$ cat src/rtl/stbs_pkg.sv
`timescale 1ns / 1ps
// Shared types and constants for the sorted table search block.
// No dependencies; imported by the interfaces, datapath, controller and top level.
package stbs_pkg;

  localparam int unsigned OP_W    = 2;
  localparam int unsigned VALUE_W = 32;
  localparam int unsigned POS_W   = 8;

  typedef enum logic [OP_W-1:0] {
    OP_CLEAR  = 2'd0,
    OP_APPEND = 2'd1,
    OP_SEARCH = 2'd2
  } op_t;

  typedef enum logic [1:0] {
    ST_IDLE,
    ST_PROBE,
    ST_EMIT
  } state_t;

  typedef struct packed {
    logic clear;
    logic append;
    logic start;
    logic step;
    logic emit;
  } cmd_t;

  typedef struct packed {
    logic table_empty;
    logic probe_hit;
    logic probe_last;
    logic out_free;
  } status_t;

endpackage

$ cat src/rtl/stbs_ctrl.sv
`timescale 1ns / 1ps
// Controller: decodes requests and sequences the probe loop and result hand-off.
// Depends on stbs_pkg.
module stbs_ctrl import stbs_pkg::*; (
  input  logic            clk,
  input  logic            rst_n,
  input  logic            in_valid,
  input  logic [OP_W-1:0] in_op,
  output logic            in_ready,
  input  status_t         status,
  output cmd_t            cmd
);

  state_t state_r, state_nxt;

  always_ff @(posedge clk) begin
    if (!rst_n) begin
      state_r <= ST_IDLE;
    end else begin
      state_r <= state_nxt;
    end
  end

  always_comb begin
    state_nxt = state_r;
    in_ready  = 1'b0;
    cmd       = '0;
    case (state_r)
      ST_IDLE: begin
        in_ready = 1'b1;
        if (in_valid) begin
          case (op_t'(in_op))
            OP_CLEAR:  cmd.clear = 1'b1;
            OP_APPEND: cmd.append = 1'b1;
            OP_SEARCH: begin
              cmd.start = 1'b1;
              state_nxt = status.table_empty ? ST_EMIT : ST_PROBE;
            end
            default: ;
          endcase
        end
      end
      ST_PROBE: begin
        cmd.step = 1'b1;
        if (status.probe_hit || status.probe_last) begin
          state_nxt = ST_EMIT;
        end
      end
      ST_EMIT: begin
        if (status.out_free) begin
          cmd.emit  = 1'b1;
          state_nxt = ST_IDLE;
        end
      end
      default: state_nxt = ST_IDLE;
    endcase
  end

endmodule

$ cat config.mk
export PLATFORM = sky130hd
export DESIGN_NAME = stbs_ctrl
export DESIGN_NICKNAME = d
export VERILOG_FILES = /design/src/rtl/stbs_pkg.sv /design/src/rtl/stbs_ctrl.sv
export SDC_FILE = /design/constraint.sdc
export NUM_CORES = 1
export LEC_CHECK = 0
export BUFFER_PORTS_ARGS = -buffer_cell sky130_fd_sc_hd__clkbuf_2
export CORE_AREA = 2 2 39 41
export CTS_CLUSTER_DIAMETER = 150
export DETAILED_ROUTE_END_ITERATION = 8
export DIE_AREA = 0 0 41 43
export SLEW_MARGIN = 10
export SYNTH_ARGS = -nofsm -noshare
export SYNTH_HDL_FRONTEND = slang
export SYNTH_SLANG_ARGS = --single-unit
$ cat constraint.sdc
create_clock -name clk -period 3 [get_ports clk]
set_clock_uncertainty 0.15 [all_clocks]
set_input_delay 0.45 -clock clk [delete_from_list [all_inputs] [get_ports clk]]
set_output_delay 0.45 -clock clk [all_outputs]
set_load 0.02 [all_outputs]
==> results.yml <==
clocking:
  cts_tree: "done"
  root_buffer: "clkbuf_4"
  clkSinkCount: 2
  cts_buffers: 3
  hold_buffers: 0
  clk_pin_slew_ps: 30
  clockBufferDepth: 2
  cts_setup_buffers: 0
  clock_latency_ps: 230
  ctsResizeCount: 0
  h-tree-depth: 1
synthesis:
  synthArstFlopShare: 0
  synth_commonest_cells: "nor2_1, dfxtp_1"
  synth_fp_nets: 26
  synth_most_common_cell: "nor2_1"
  ys_types: 14
  yosys.area.top_type: "dfxtp_1"
  seq_area_frac_synth: 0.2406
  synth.area.top_cells: "dfxtp_1, nor3b_4, o41ai_2, nand4bb_1, nor2_1"
  synth_edf_count: 0
  syn_inst: 17
  avgSynthCellArea_um2: 9.789
  synth_top_area_share: 0.2406
  synthFlopType: "dfxtp_1"
  ys_warn_count: 0
  ys_ff_latch: 2
  synth_area_um2: 166.4
hold_path:
  hold_start: "rst_n"
  worst_hold_path_type: "input pin to register"
timing:
  hold_ws_ps: 371.9
  period_share: 0.5912
  hold_viol_final: 0
  fmax_ghz: 0.5638
  slew_violations: 0
  setup_viol: 0
  finalCriticalPeriod_ps: 1774
  max-slew-margin-rel: 0.8532
  finalSetupTns_ps: 0
  rsz0062_at_grt: "no"
  worst_pin_slew_ps: 217.3
worst_setup_path:
  worst-path-stages: 3
  critical-path-slowest-cell: "dfxtp_1"
  r2r_slack_ps: 1910
  cp_num_buf_inv: 1
  cp-startpoint: "state_r[0]"
  critPathTopFamily: "simple AND/OR/NAND/NOR gates"
  required_ps: 2400
  crit_type: "register to output pin"
  crit_path_cell_trace: "nor2_2 > nor4bb_1 > clkbuf_2"
  critical_path_peak_fanout: 7
  arrival_ps: 1170
  crit_end: "cmd[4]"
  worstSetupEndpointType: "output pin"
  r2r_end: "state_r[1]"
  r2r_start: "state_r[0]"
  reg2reg_depth: 2
  start_kind: "register"
  cp_slowest_stage_delay_ps: 350
floorplan:
  io_pins: 15
  chipWidth_um: 41
  coreArea_um2: 1384
  start_util: 0.1203
  dieArea_um2: 1763
  placement_rows: 14
  die_height_um: 43
power:
  p_leak_nw: 0.1471
  p_sw_mw: 0.02757
  pwr-share-comb: 0.187
  ir_drop_v: 0.00006492
  pwr-share-clk: 0.551
  internal_power_mw: 0.08134
  switching_share: 0.2531
  power_frac_seq: 0.262
  power_density_nw_per_um2: 390.3
placement:
  dp_hpwl_um: 340.8
  gp_routability_congestion: 0.5686
  dp.cells: 47
  io_buffers: 14
  placed_area_um2: 256.5
cells_and_area:
  area_growth_pct: 67.67
  largestRegisters: "state_r (2)"
  nNetsFinal: 45
  fillers: 163
  fin_area_um2: 279.0
  final_cells: 50
  largest_reg_flops: 2
  top_register: "state_r"
  antenna_cells: 0
  layout-drive-gt1-share: 0.6176
detailed_routing:
  vias: 201
  drtPass1Iterations: 2
  antenna_left: 0
  drt_wl_total_um: 410
  initialDrtViolationCount: 1
  route.detailed.drc: 0
  wl_per_cell_um: 8.200
  viasPerCell: 4.020
global_route:
  antenna_found_initial: 0
  grt_pass1_vias: 184
  grt_max_degree: 8
  grt-ovfl-total: 0
  grt_pass1_wl_um: 683
  grt_use_total: 0.06607
job:
  cap_violations: 0
status:
  status: "finished, final reports clean"
## worst register-to-register path: stages (launching register included)
cell	delay, ps
dfxtp_1	350
nor3b_4	180
o41ai_2	310
## placed cells by master (no fill, tap or decap), drive strengths merged, types with 2 or more instances in the layout
cell type and instances:
and3b 2, clkbuf 17, dfxtp 2, nor2 4
## layer usage
| layer | vias up | routed length, µm | track usage |
|---|---|---|---|
| met4 | 0 | 0 | 0.08000 |
| met2 | 6 | 219 | 0.07813 |
| met5 | - | 0 | 0 |
| li1 | 101 | - | - |
| met1 | 94 | 150 | 0.05414 |
| met3 | 0 | 40 | 0.06283 |
## power by group through the flow
stage          Clock, mW  Combinational (mW)  Sequential [mW]
2_1_floorplan          0              0.0107           0.0287
3_3_place_gp           0              0.0204           0.0289
3_5_place_dp           0              0.0207           0.0289
4_1_cts           0.0644              0.0207           0.0286
5_1_grt           0.0694              0.0225           0.0286
6_report          0.0600              0.0204           0.0285
## logic make-up (layout without fill, tap and decap cells)
family / count (synthesis) / after routing / share of synthesized area
flops: 2 / 2 / 0.2406
compound gates: 2 / 2 / 0.1278
buf+inv: 0 / 17 / 0
simple gates: 13 / 13 / 0.6317
## area by class of cell
cell class / instances / area, µm² / share of cell area
Multi-Input combinational cell: 15 / 126.4 / 0.4529
Timing Repair Buffer: 14 / 70.07 / 0.2511
Sequential cell: 2 / 40.04 / 0.1435
Clock buffer: 3 / 22.52 / 0.08072
Tap cell: 16 / 20.02 / 0.07175
## per-stage QoR
| step | util | setup slack (ps) | total power, mW |
|---|---|---|---|
| after floorplan | - | 1091 | 0.03933 |
| after global placement | 0.1854 | 1317 | 0.04932 |
| after detailed placement | 0.1854 | 1320 | 0.04956 |
| after CTS | 0.2016 | 1200 | 0.1137 |
| after global routing | 0.2016 | 1116 | 0.1205 |
| final | 0.2016 | 1226 | 0.1089 |
## worst min path at each step
stage,end,slack [ps],depth (start not counted)
after floorplan,state_r[1],380,2
after global placement,state_r[1],420,2
after detailed placement,state_r[1],430,2
after CTS,state_r[0],370,3
after global routing,state_r[1],370,3
final,state_r[0],370,3
(Power assumes the default switching activity.)
